===== src/rtl/mlr_pkg.sv =====
// shared types and constants for the midpoint line rasterizer
// used by every module under rtl; depends on nothing
package mlr_pkg;

	localparam int COORD_BITS  = 12;
	localparam int WALK_BITS   = COORD_BITS + 1;
	localparam int DEC_BITS    = COORD_BITS + 3;
	localparam int QUEUE_DEPTH = 4;
	localparam int QPTR_BITS   = $clog2(QUEUE_DEPTH);

	typedef logic signed [COORD_BITS-1:0] coord_t;
	typedef logic signed [WALK_BITS-1:0]  walk_t;
	typedef logic signed [DEC_BITS-1:0]   dec_t;

	typedef enum logic {
		MODE_LOAD = 1'b0,
		MODE_TICK = 1'b1
	} mode_t;

	typedef enum logic [2:0] {
		OCT0 = 3'd0,
		OCT1 = 3'd1,
		OCT2 = 3'd2,
		OCT3 = 3'd3,
		OCT4 = 3'd4,
		OCT5 = 3'd5,
		OCT6 = 3'd6,
		OCT7 = 3'd7
	} octant_t;

	typedef struct packed {
		mode_t  mode;
		coord_t start_x;
		coord_t start_y;
		coord_t end_x;
		coord_t end_y;
	} mlr_in_t;

	typedef struct packed {
		coord_t  pixel_x;
		coord_t  pixel_y;
		logic    pixel_valid;
		logic    last_pixel;
		octant_t octant;
	} mlr_out_t;

	typedef struct packed {
		walk_t x;
		walk_t y;
	} walk_pair_t;

	// classified word handed from front to back
	typedef struct packed {
		mode_t   mode;
		coord_t  start_x;
		coord_t  start_y;
		octant_t zone;
		walk_t   ax;
		walk_t   ay;
		walk_t   ddx;
		walk_t   ddy;
	} mlr_entry_t;

endpackage


===== src/rtl/midpoint_line_rasterizer.sv =====
// midpoint line rasterizer, all eight octants: one word in, one pixel word out
// path: an accepted word is registered in the front stage, written to the queue, then registered at the output
// throughput: one word per cycle while pix_stall is low and the queue has room, set by the single step of the walk unit
// a 4-entry queue decouples the classifying front from the walking back end
// reset clears the queue, the active line and the octant to zero
// top level; depends on mlr_pkg, mlr_front, mlr_queue, mlr_back
module midpoint_line_rasterizer import mlr_pkg::*; (
	input  logic     clk,
	input  logic     arst_n,
	input  mlr_in_t  cmd,
	input  logic     cmd_valid,
	output logic     cmd_stall,
	output mlr_out_t pix,
	output logic     pix_valid,
	input  logic     pix_stall
);

	logic       push, queue_full, pop, queue_not_empty;
	mlr_entry_t push_data, pop_data;

	mlr_front u_front (
		.clk        (clk),
		.arst_n     (arst_n),
		.cmd        (cmd),
		.cmd_valid  (cmd_valid),
		.cmd_stall  (cmd_stall),
		.push       (push),
		.push_data  (push_data),
		.queue_full (queue_full)
	);

	mlr_queue u_queue (
		.clk       (clk),
		.arst_n    (arst_n),
		.push      (push),
		.push_data (push_data),
		.full      (queue_full),
		.pop       (pop),
		.pop_data  (pop_data),
		.not_empty (queue_not_empty)
	);

	mlr_back u_back (
		.clk         (clk),
		.arst_n      (arst_n),
		.entry       (pop_data),
		.entry_valid (queue_not_empty),
		.pop         (pop),
		.pix         (pix),
		.pix_valid   (pix_valid),
		.pix_stall   (pix_stall)
	);

endmodule


===== src/rtl/mlr_front.sv =====
// front end: accepts input words, registers endpoint deltas, classifies the
// octant and mirrors the line into octant 0; depends on mlr_pkg
module mlr_front import mlr_pkg::*; (
	input  logic       clk,
	input  logic       arst_n,
	input  mlr_in_t    cmd,
	input  logic       cmd_valid,
	output logic       cmd_stall,
	output logic       push,
	output mlr_entry_t push_data,
	input  logic       queue_full
);

	function automatic walk_pair_t to_zero(octant_t z, walk_t x, walk_t y);
		walk_pair_t p;
		unique case (z)
			OCT0: begin p.x = x;  p.y = y;  end
			OCT1: begin p.x = y;  p.y = x;  end
			OCT2: begin p.x = y;  p.y = -x; end
			OCT3: begin p.x = -x; p.y = y;  end
			OCT4: begin p.x = -x; p.y = -y; end
			OCT5: begin p.x = -y; p.y = -x; end
			OCT6: begin p.x = -y; p.y = x;  end
			OCT7: begin p.x = x;  p.y = -y; end
		endcase
		return p;
	endfunction

	logic   valid_s1;
	mode_t  mode_s1;
	coord_t sx_s1, sy_s1;
	walk_t  dx_s1, dy_s1;

	logic                  take;
	logic [COORD_BITS-1:0] mag_x, mag_y;
	logic                  x_major;
	octant_t               zone;
	walk_pair_t            start_m, delta_m;

	assign cmd_stall = valid_s1 & queue_full;
	assign take      = cmd_valid & ~cmd_stall;
	assign push      = valid_s1 & ~queue_full;

	always_ff @(posedge clk or negedge arst_n) begin
		if (!arst_n) begin
			valid_s1 <= 1'b0;
		end else if (take) begin
			valid_s1 <= 1'b1;
		end else if (push) begin
			valid_s1 <= 1'b0;
		end
	end

	always_ff @(posedge clk) begin
		if (take) begin
			mode_s1 <= cmd.mode;
			sx_s1   <= cmd.start_x;
			sy_s1   <= cmd.start_y;
			dx_s1   <= WALK_BITS'(cmd.end_x) - WALK_BITS'(cmd.start_x);
			dy_s1   <= WALK_BITS'(cmd.end_y) - WALK_BITS'(cmd.start_y);
		end
	end

	always_comb begin
		mag_x   = dx_s1[WALK_BITS-1] ? COORD_BITS'(-dx_s1) : COORD_BITS'(dx_s1);
		mag_y   = dy_s1[WALK_BITS-1] ? COORD_BITS'(-dy_s1) : COORD_BITS'(dy_s1);
		x_major = mag_x > mag_y;
		priority if (!dx_s1[WALK_BITS-1] && !dy_s1[WALK_BITS-1]) begin
			zone = x_major ? OCT0 : OCT1;
		end else if (!dx_s1[WALK_BITS-1]) begin
			zone = x_major ? OCT7 : OCT6;
		end else if (dy_s1[WALK_BITS-1]) begin
			zone = x_major ? OCT4 : OCT5;
		end else begin
			zone = x_major ? OCT3 : OCT2;
		end
		// the mirror is linear, so the deltas map the same way as the points
		start_m = to_zero(zone, WALK_BITS'(sx_s1), WALK_BITS'(sy_s1));
		delta_m = to_zero(zone, dx_s1, dy_s1);

		push_data.mode    = mode_s1;
		push_data.start_x = sx_s1;
		push_data.start_y = sy_s1;
		push_data.zone    = zone;
		push_data.ax      = start_m.x;
		push_data.ay      = start_m.y;
		push_data.ddx     = delta_m.x;
		push_data.ddy     = delta_m.y;
	end

endmodule


===== src/rtl/mlr_queue.sv =====
// short queue of classified words between front and back
// depends on mlr_pkg
module mlr_queue import mlr_pkg::*; (
	input  logic       clk,
	input  logic       arst_n,
	input  logic       push,
	input  mlr_entry_t push_data,
	output logic       full,
	input  logic       pop,
	output mlr_entry_t pop_data,
	output logic       not_empty
);

	mlr_entry_t             slot_q [QUEUE_DEPTH];
	logic [QPTR_BITS-1:0]   wr_ptr_q, rd_ptr_q;
	logic [QPTR_BITS:0]     count_q;

	assign full      = count_q == (QPTR_BITS + 1)'(QUEUE_DEPTH);
	assign not_empty = count_q != '0;
	assign pop_data  = slot_q[rd_ptr_q];

	always_ff @(posedge clk or negedge arst_n) begin
		if (!arst_n) begin
			wr_ptr_q <= '0;
			rd_ptr_q <= '0;
			count_q  <= '0;
		end else begin
			if (push) begin
				wr_ptr_q <= wr_ptr_q + 1'b1;
			end
			if (pop) begin
				rd_ptr_q <= rd_ptr_q + 1'b1;
			end
			if (push && !pop) begin
				count_q <= count_q + 1'b1;
			end else if (pop && !push) begin
				count_q <= count_q - 1'b1;
			end
		end
	end

	always_ff @(posedge clk) begin
		if (push) begin
			slot_q[wr_ptr_q] <= push_data;
		end
	end

endmodule


===== src/rtl/mlr_back.sv =====
// back end: holds the line walk state, steps the midpoint decision and
// drives the registered pixel output; depends on mlr_pkg
module mlr_back import mlr_pkg::*; (
	input  logic       clk,
	input  logic       arst_n,
	input  mlr_entry_t entry,
	input  logic       entry_valid,
	output logic       pop,
	output mlr_out_t   pix,
	output logic       pix_valid,
	input  logic       pix_stall
);

	function automatic walk_pair_t from_zero(octant_t z, walk_t x, walk_t y);
		walk_pair_t p;
		unique case (z)
			OCT0: begin p.x = x;  p.y = y;  end
			OCT1: begin p.x = y;  p.y = x;  end
			OCT2: begin p.x = -y; p.y = x;  end
			OCT3: begin p.x = -x; p.y = y;  end
			OCT4: begin p.x = -x; p.y = -y; end
			OCT5: begin p.x = -y; p.y = -x; end
			OCT6: begin p.x = y;  p.y = -x; end
			OCT7: begin p.x = x;  p.y = -y; end
		endcase
		return p;
	endfunction

	logic                 active_q;
	octant_t              zone_q;
	walk_t                walk_x_q, walk_y_q;
	logic [WALK_BITS-1:0] remain_q;
	dec_t                 dec_q, east_q, diag_q;
	mlr_out_t             out_q;
	logic                 out_valid_q;

	logic       is_load, is_step;
	dec_t       ddx_w, ddy_w;
	walk_t      next_x, next_y;
	walk_pair_t back_m;
	mlr_out_t   result;

	assign pop       = entry_valid & (~out_valid_q | ~pix_stall);
	assign pix       = out_q;
	assign pix_valid = out_valid_q;

	assign is_load = entry.mode == MODE_LOAD;
	assign is_step = (entry.mode == MODE_TICK) & active_q;
	assign ddx_w   = DEC_BITS'(entry.ddx);
	assign ddy_w   = DEC_BITS'(entry.ddy);

	always_comb begin
		next_x = walk_x_q + WALK_BITS'(1);
		// east step when the decision is negative, otherwise north-east
		next_y = dec_q[DEC_BITS-1] ? walk_y_q : walk_y_q + WALK_BITS'(1);
		back_m = from_zero(zone_q, next_x, next_y);

		result.pixel_x     = '0;
		result.pixel_y     = '0;
		result.pixel_valid = 1'b0;
		result.last_pixel  = 1'b0;
		result.octant      = zone_q;
		if (is_load) begin
			result.pixel_x     = entry.start_x;
			result.pixel_y     = entry.start_y;
			result.pixel_valid = 1'b1;
			result.last_pixel  = ~(entry.ddx > 0);
			result.octant      = entry.zone;
		end else if (active_q) begin
			result.pixel_x     = coord_t'(back_m.x[COORD_BITS-1:0]);
			result.pixel_y     = coord_t'(back_m.y[COORD_BITS-1:0]);
			result.pixel_valid = 1'b1;
			result.last_pixel  = remain_q == WALK_BITS'(1);
		end
	end

	always_ff @(posedge clk or negedge arst_n) begin
		if (!arst_n) begin
			active_q    <= 1'b0;
			zone_q      <= OCT0;
			walk_x_q    <= '0;
			walk_y_q    <= '0;
			remain_q    <= '0;
			dec_q       <= '0;
			east_q      <= '0;
			diag_q      <= '0;
			out_valid_q <= 1'b0;
		end else begin
			if (pop) begin
				out_valid_q <= 1'b1;
			end else if (!pix_stall) begin
				out_valid_q <= 1'b0;
			end
			if (pop && is_load) begin
				active_q <= entry.ddx > 0;
				zone_q   <= entry.zone;
				walk_x_q <= entry.ax;
				walk_y_q <= entry.ay;
				remain_q <= entry.ddx;
				dec_q    <= ddy_w + ddy_w - ddx_w;
				east_q   <= ddy_w + ddy_w;
				diag_q   <= (ddy_w - ddx_w) <<< 1;
			end else if (pop && is_step) begin
				walk_x_q <= next_x;
				walk_y_q <= next_y;
				remain_q <= remain_q - 1'b1;
				dec_q    <= dec_q + (dec_q[DEC_BITS-1] ? east_q : diag_q);
				if (remain_q == WALK_BITS'(1)) begin
					active_q <= 1'b0;
				end
			end
		end
	end

	always_ff @(posedge clk) begin
		if (pop) begin
			out_q <= result;
		end
	end

endmodule


===== config.mk =====
export PLATFORM = sky130hd
export DESIGN_NAME = midpoint_line_rasterizer
export DESIGN_NICKNAME = d
export VERILOG_FILES = /design/src/rtl/mlr_pkg.sv /design/src/rtl/midpoint_line_rasterizer.sv /design/src/rtl/mlr_front.sv /design/src/rtl/mlr_queue.sv /design/src/rtl/mlr_back.sv
export SDC_FILE = /design/constraint.sdc
export NUM_CORES = 1
export LEC_CHECK = 0
export ABC_AREA = 1
export BUFFER_PORTS_ARGS = -buffer_cell sky130_fd_sc_hd__buf_2
export CAP_MARGIN = 25
export CELL_PAD_IN_SITES_DETAIL_PLACEMENT = 0
export CELL_PAD_IN_SITES_GLOBAL_PLACEMENT = 1
export CORE_MARGIN = 3
export CORE_UTILIZATION = 45
export CTS_CLUSTER_SIZE = 20
export DETAILED_ROUTE_END_ITERATION = 7
export GPL_ROUTABILITY_DRIVEN = 0
export HOLD_SLACK_MARGIN = 0.02
export PLACE_DENSITY = 0.73
export SLEW_MARGIN = 20
export SYNTH_ARGS = -nofsm -noshare
export SYNTH_HDL_FRONTEND = slang
export SYNTH_HIERARCHICAL = 1
export SYNTH_SLANG_ARGS = --single-unit

===== constraint.sdc =====
create_clock -name clk -period 8.1 [get_ports clk]
set_input_delay 1.215 -clock clk [delete_from_list [all_inputs] [get_ports clk]]
set_output_delay 1.215 -clock clk [all_outputs]
set_load 0.005 [all_outputs]

==> impl_metrics.csv, run 1 <==
group,metric,value,unit
sta,clock-skew-final,0.02638,ns
cells_and_area,final_core_util,0.5011,
critical_path,crit_path_cell_trace,"clkinv_2 > o211ai_2 > nand2_1 > buf_4 > nand2_1 > nand2_1 > inv_2 > buf_4 > o21ai_0 > a31o_2 > o21ai_0",
power_and_ir_drop,power_density,467.7,nW/µm²
sta,fin_crit_sh,0.5890,
cells_and_area,fin_cells,3934,
clocking,postCtsHoldBufs,0,
clocking,cts_tree,"built",
clocking,cts_max_level,2,
clocking,clk_latency,0.63,ns
clocking,clock_path_buffers,3,
critical_path,startpoint,"u_queue/rd_ptr_q[1]",
flow_run,drv_cap,0,
clocking,clockRootBuffer,"clkbuf_16",
cells_and_area,area_growth,9.056,%
sta,tns,0,ns
clocking,path_clk_slew,0.06,ns
global_route,antenna_found_initial,2,
routing,drtPass1Iterations,6,
die,chipWidth,255.4,µm
global_route,grt_pass1_wl,114.0,mm
routing,drc,0,
die,num_rows,90,
routing,antenna_left,0,
place,dpl.hpwl,52.08,mm
critical_path,cp-end-kind,"flop",
critical_path,reg2reg_from,"u_queue/rd_ptr_q[1]",
critical_path,worstSetupPathType,"reg -> reg",
sta,min_period,4.771,ns
critical_path,cp.arrival,5.30,ns
critical_path,critPathRequiredTime,8.63,ns
sta,final_hold_viol_count,0,
die,core,60920,µm²
global_route,overflow,0,
global_route,track_usage,0.2224,
sta,setup-violations-final,0,
logic_synthesis,synth_nets,3184,
sta,holdWs,0.4715,ns
logic_synthesis,syn-cell-area,27990,µm²
sta,fmax,209.6,MHz
clocking,post_cts_resize_count,0,
logic_synthesis,yosys_warnings,6,
routing,wl,74.18,mm
critical_path,slowest_stage,"dfrtp_4",
routing,drtIter0Drc,2033,
logic_synthesis,syn_inst,3033,
critical_path,ff2ff_path_depth,11,
global_route,grt_pass1_vias,19752,
min_path,min_path_cells,2,
routing,wl_per_cell,18.86,µm
sta,max_slew.worst_pin.slew,1.006,ns
die,start_util,0.4595,
min_path,worstHoldStart,"u_queue/count_q[2]",
clocking,clock-sinks,483,
cells_and_area,final_nets,3218,
cells_and_area,drive_above_1_share,0.1304,
status,status,"finished clean",
critical_path,cpPeakStageDelay,0.89,ns
power_and_ir_drop,ir_worst_vdd,0.2545,mV
critical_path,cp_max_fo,58,
die,die-area,65230,µm²
routing,vias,20928,
routing,viasPerCell,5.320,
place,port_buffers,83,
cells_and_area,fillers,5670,
clocking,post_cts_buffers,0,
global_route,grt_max_degree,163,
sta,max_slew_margin,0.3285,
sta,drv_slew,0,
die,ios,84,
cells_and_area,diodes,0,
critical_path,cp-start-kind,"flop",
logic_synthesis,postSynthAreaPerCell,9.229,µm²
min_path,min_path_type,"reg -> reg",
power_and_ir_drop,p_leak,13.31,nW
sta,rsz0062_at_grt,"false",
critical_path,path_common_cell,"nand2_1",
clocking,cts_buffers,52,
place,dp.cells,3840,
die,die_h,255.4,µm
-- through the flow --
| step | total power [mW] | instance area (µm²) | setup slack [ns] |
|---|---|---|---|
| floorplan | 9.798 | 27990 | 4.248 |
| global placement | 11.68 | 28750 | 3.415 |
| detailed placement | 11.80 | 28750 | 3.291 |
| CTS | 14.29 | 30500 | 3.262 |
| global route | 15.37 | 30530 | 2.894 |
| finish | 14.28 | 30530 | 3.329 |
-- cells in the final DEF, fill, tap and decap left out, types with 7 or more instances in the layout --
master / instances
a21o_1: 8
a21oi_1: 106
a31oi_1: 10
buf_2: 82
buf_4: 15
bufinv_16: 8
clkbuf_1: 7
clkbuf_16: 52
clkinv_1: 13
clkinv_2: 14
dfrtp_1: 89
edfxtp_1: 392
ha_1: 92
inv_1: 420
inv_2: 11
nand2_1: 838
nand2_2: 24
nand2_4: 8
nand3_1: 151
nand4_1: 39
nor2_1: 118
nor2_2: 8
nor2_4: 9
nor3_1: 23
o211ai_1: 53
o211ai_2: 107
o21ai_0: 179
o21ai_1: 19
o21ai_2: 27
o21bai_1: 7
o22ai_1: 26
xnor2_1: 22
xor2_1: 55
-- worst max-delay path: cells and delay by family (launching register included) --
kind,cells,cell delay [ns]
compound gates,4,0.75
simple gates,3,0.77
flops,1,0.89
buf+inv,4,2.21
-- routing by layer --
metal  global-route usage  vias up  wire length (µm)  share of wire
met2               0.3412      676             32410           0.44
met3              0.02931      106              4920          0.066
li1                     -    10279                 -              -
met4              0.05830        0              1800          0.024
met1               0.3326     9867             35040           0.47
met5                    0        -                 0              0
-- registers in the layout, indices dropped and copies added (netlist names), 2 cells and up --
| register | cells |
|---|---|
| u_queue/rd_ptr_q | 2 |
| u_front/sx_s1 | 12 |
| u_back/east_q | 13 |
| u_back/dec_q | 14 |
| u_front/dy_s1 | 13 |
| u_front/dx_s1 | 13 |
| u_back/remain_q | 13 |
| u_back/zone_q | 3 |
| u_queue/wr_ptr_q | 2 |
| u_queue/count_q | 3 |
| u_back/pix | 29 |
| u_back/walk_y_q | 12 |
| u_front/sy_s1 | 12 |
| u_back/diag_q | 14 |
| u_back/walk_x_q | 12 |
| u_queue/slot_q | 312 |
-- where the power goes --
group | internal, mW | leakage, nW | switching (mW) | total [mW]
logic | 2.31 | 7.69 | 5.23 | 7.53
clock network | 1.44 | 0.849 | 1.00 | 2.44
registers | 3.83 | 4.77 | 0.474 | 4.31
total | 7.58 | 13.3 | 6.70 | 14.3
-- cell type report --
class | instances | area (µm²) | share of cell area
clock inverters | 34 | 424.2 | 0.01389
well taps | 828 | 1036 | 0.03394
repair buffers | 99 | 570.5 | 0.01869
clock buffers | 59 | 1328 | 0.04349
multi-input cells | 1989 | 11430 | 0.3746
inverters | 442 | 1678 | 0.05496
flip-flops and latches | 483 | 14060 | 0.4604
-- worst paths after layout --
| kind | to | slack (ns) |
|---|---|---|
| max | u_back/remain_q[12] | 3.33 |
| min | u_queue/count_q[2] | 0.47 |
| max reg2reg | u_back/remain_q[12] | 3.33 |
| min reg2reg | u_queue/count_q[2] | 0.47 |
| max in group asynchronous | u_back/diag_q[10] | 6.34 |
| min in group asynchronous | u_queue/count_q[0] | 0.53 |
Note: power is estimated with default switching activity, not from simulation.
==> run 2: changes to the inputs <==
--- a/config.mk
+++ b/config.mk
@@ -5,7 +5,7 @@
 export SDC_FILE = /design/constraint.sdc
 export NUM_CORES = 1
 export LEC_CHECK = 0
-export ABC_AREA = 1
+export ABC_AREA = 0
 export BUFFER_PORTS_ARGS = -buffer_cell sky130_fd_sc_hd__buf_2
 export CAP_MARGIN = 25
 export CELL_PAD_IN_SITES_DETAIL_PLACEMENT = 0
==> constraint.sdc (replaced) <==
create_clock -name clk -period 4.1 [get_ports clk]
set_input_delay 0.615 -clock clk [delete_from_list [all_inputs] [get_ports clk]]
set_output_delay 0.615 -clock clk [all_outputs]
set_load 0.005 [all_outputs]
==> run 2 against run 1 <==
The flow now finishes with violations (negative setup slack). Wire length grew 2.4%. Total power grew 100%. Fmax shrank 4.7%. Clock skew shrank 0.015 ns. Combinational power grew 110%. Setup slack lost 4.2 ns. Critical path depth grew 8. Non-clock buffer count grew 156.
==> impl_metrics.csv, run 2 <==
group,metric,value,unit
status,status,"finished, violations left",
status,violations,"negative setup slack",
place,dp_worst_setup_slack,-0.9547,ns
routing,vias,20096,
logic_synthesis,syn_inst,2382,
sta,final_hold_viol_count,0,
place,port_buffers,83,
die,chipWidth,251.5,µm
sta,fin_crit_sh,1.221,
min_path,min_path_type,"in -> async",
place,placed_area,29190,µm²
clocking,clockRootBuffer,"clkbuf_16",
cells_and_area,fin_cells,3350,
place,dpl.hpwl,53.93,mm
power_and_ir_drop,power_density,919.5,nW/µm²
sta,holdWs,0.01641,ns
critical_path,cp-start-kind,"flop",
clocking,clock-sinks,483,
die,start_util,0.4569,
sta,drv_slew,0,
clocking,clock_path_buffers,3,
clocking,cts_buffers,51,
critical_path,cp-end-kind,"flop",
global_route,grt_pass1_wl,115.4,mm
routing,drtIter0Drc,1938,
global_route,overflow,0,
sta,max_slew.worst_pin.slew,0.9181,ns
sta,setup_slack,-0.9059,ns
clocking,cts_tree,"built",
cells_and_area,final_common_cell,"edfxtp_1",
cells_and_area,final_nets,2688,
logic_synthesis,postSynthAreaPerCell,11.38,µm²
critical_path,rrSetupSlack,-0.91,ns
flow_run,drv_cap,0,
clocking,cts_max_level,2,
sta,min_period,5.006,ns
routing,drc,0,
critical_path,reg2reg_from,"u_front/dx_s1[0]",
die,die_h,251.5,µm
power_and_ir_drop,p_leak,11.80,nW
cells_and_area,multi_input_area,12490,µm²
routing,antenna_left,0,
critical_path,cp.arrival,5.32,ns
die,core,59350,µm²
global_route,antenna_found_initial,0,
cells_and_area,final_core_util,0.5317,
power_and_ir_drop,ir_worst_vdd,0.3988,mV
logic_synthesis,yosys_warnings,6,
sta,setup-violations-final,204,
global_route,grt_max_degree,79,
sta,tns,-161.21,ns
cells_and_area,drive_above_1_share,0.2150,
global_route,grt_pass1_vias,19209,
routing,wl_per_cell,22.68,µm
critical_path,r2r-end,"u_queue/slot_q[0][32]",
place,dp.cells,3238,
sta,fmax,199.8,MHz
critical_path,ff2ff_path_depth,19,
cells_and_area,diodes,0,
critical_path,critPathRequiredTime,4.41,ns
die,ios,84,
cells_and_area,final_cell_mix,"edfxtp_1, nand2_1, buf_4, o21ai_0, nor2_1",
routing,drtPass1Iterations,6,
clocking,postCtsHoldBufs,0,
sta,max_slew_margin,0.3879,
cells_and_area,top_register,"u_queue/slot_q",
cells_and_area,fin_area,31560,µm²
critical_path,cp_max_fo,6,
logic_synthesis,synth_nets,2533,
clocking,clk_latency,0.60,ns
power_and_ir_drop,finalPower,29.02,mW
die,num_rows,89,
global_route,track_usage,0.2368,
cells_and_area,area_growth,16.38,%
die,die-area,63240,µm²
critical_path,worstSetupPathType,"reg -> reg",
sta,rsz0062_at_grt,"true",
cells_and_area,fillers,5034,
routing,wl,75.96,mm
sta,clock-skew-final,0.01177,ns
routing,viasPerCell,5.999,
clocking,path_clk_slew,0.06,ns
cells_and_area,regArea,14060,µm²
logic_synthesis,syn-cell-area,27120,µm²
cells_and_area,largest_reg_flops,312,
run 2: power by group:
part           internal [mW]  switching, mW
sequential              7.61           1.08
combinational           6.41           9.14
clock                   2.81           1.97
run 2: worst max-delay path by stage:
| stage | slack, ns | cells past startpoint | end | start |
|---|---|---|---|---|
| after detailed placement | -0.95 | 19 | u_queue/slot_q[2][20] | u_front/dx_s1[0] |
| after floorplan | -0.72 | 17 | u_queue/slot_q[0][31] | u_front/dx_s1[1] |
| after global routing | -1.04 | 18 | u_queue/slot_q[2][4] | u_front/dx_s1[0] |
| after global placement | -0.90 | 19 | u_queue/slot_q[0][20] | u_front/dx_s1[1] |
| after CTS | -0.84 | 18 | u_queue/slot_q[0][4] | u_front/dx_s1[0] |
| final | -0.91 | 19 | u_queue/slot_q[0][32] | u_front/dx_s1[0] |
run 2: cell type report:
cell class	instances	share of cell area
multi-input combinational	1649	0.3959
clock buffer	56	0.04104
inverter	97	0.01166
clock inverter	37	0.01447
tap	773	0.03065
sequential	483	0.4454
timing repair buffer	255	0.06086
run 2: layer usage:
metal  global-route usage  share of wire  vias to the layer above
li1                     -              -                     9295
met1               0.3427           0.43                     9856
met2               0.3739           0.46                      802
met3              0.03412          0.072                      143
met4              0.07045          0.029                        0
met5                    0              0                        -
run 2: timing repair:
| action | in CTS | in global routing |
|---|---|---|
| pin swaps | 11 | 19 |
| buffers inserted | 5 | 17 |
| gates resized for setup | 47 | 65 |
| cloned | 2 | 0 |
| endpoints found under the setup margin | 204 | 204 |
run 2: critical path, cell delays in order (launching register included):
cell and delay (ns):
edfxtp_1 0.40, or3_4 0.39, or3_4 0.35, or3_4 0.33, or3_4 0.33, or3_4 0.34
nand2_2 0.08, xnor2_1 0.06, ha_1 0.31, nand4_1 0.15, or3_4 0.37, and2_4 0.16
a21oi_4 0.14, and3_4 0.25, clkinvlp_4 0.18, a31oi_4 0.29, buf_12 0.15, o21ai_1 0.06
a21oi_1 0.20, o311ai_2 0.16
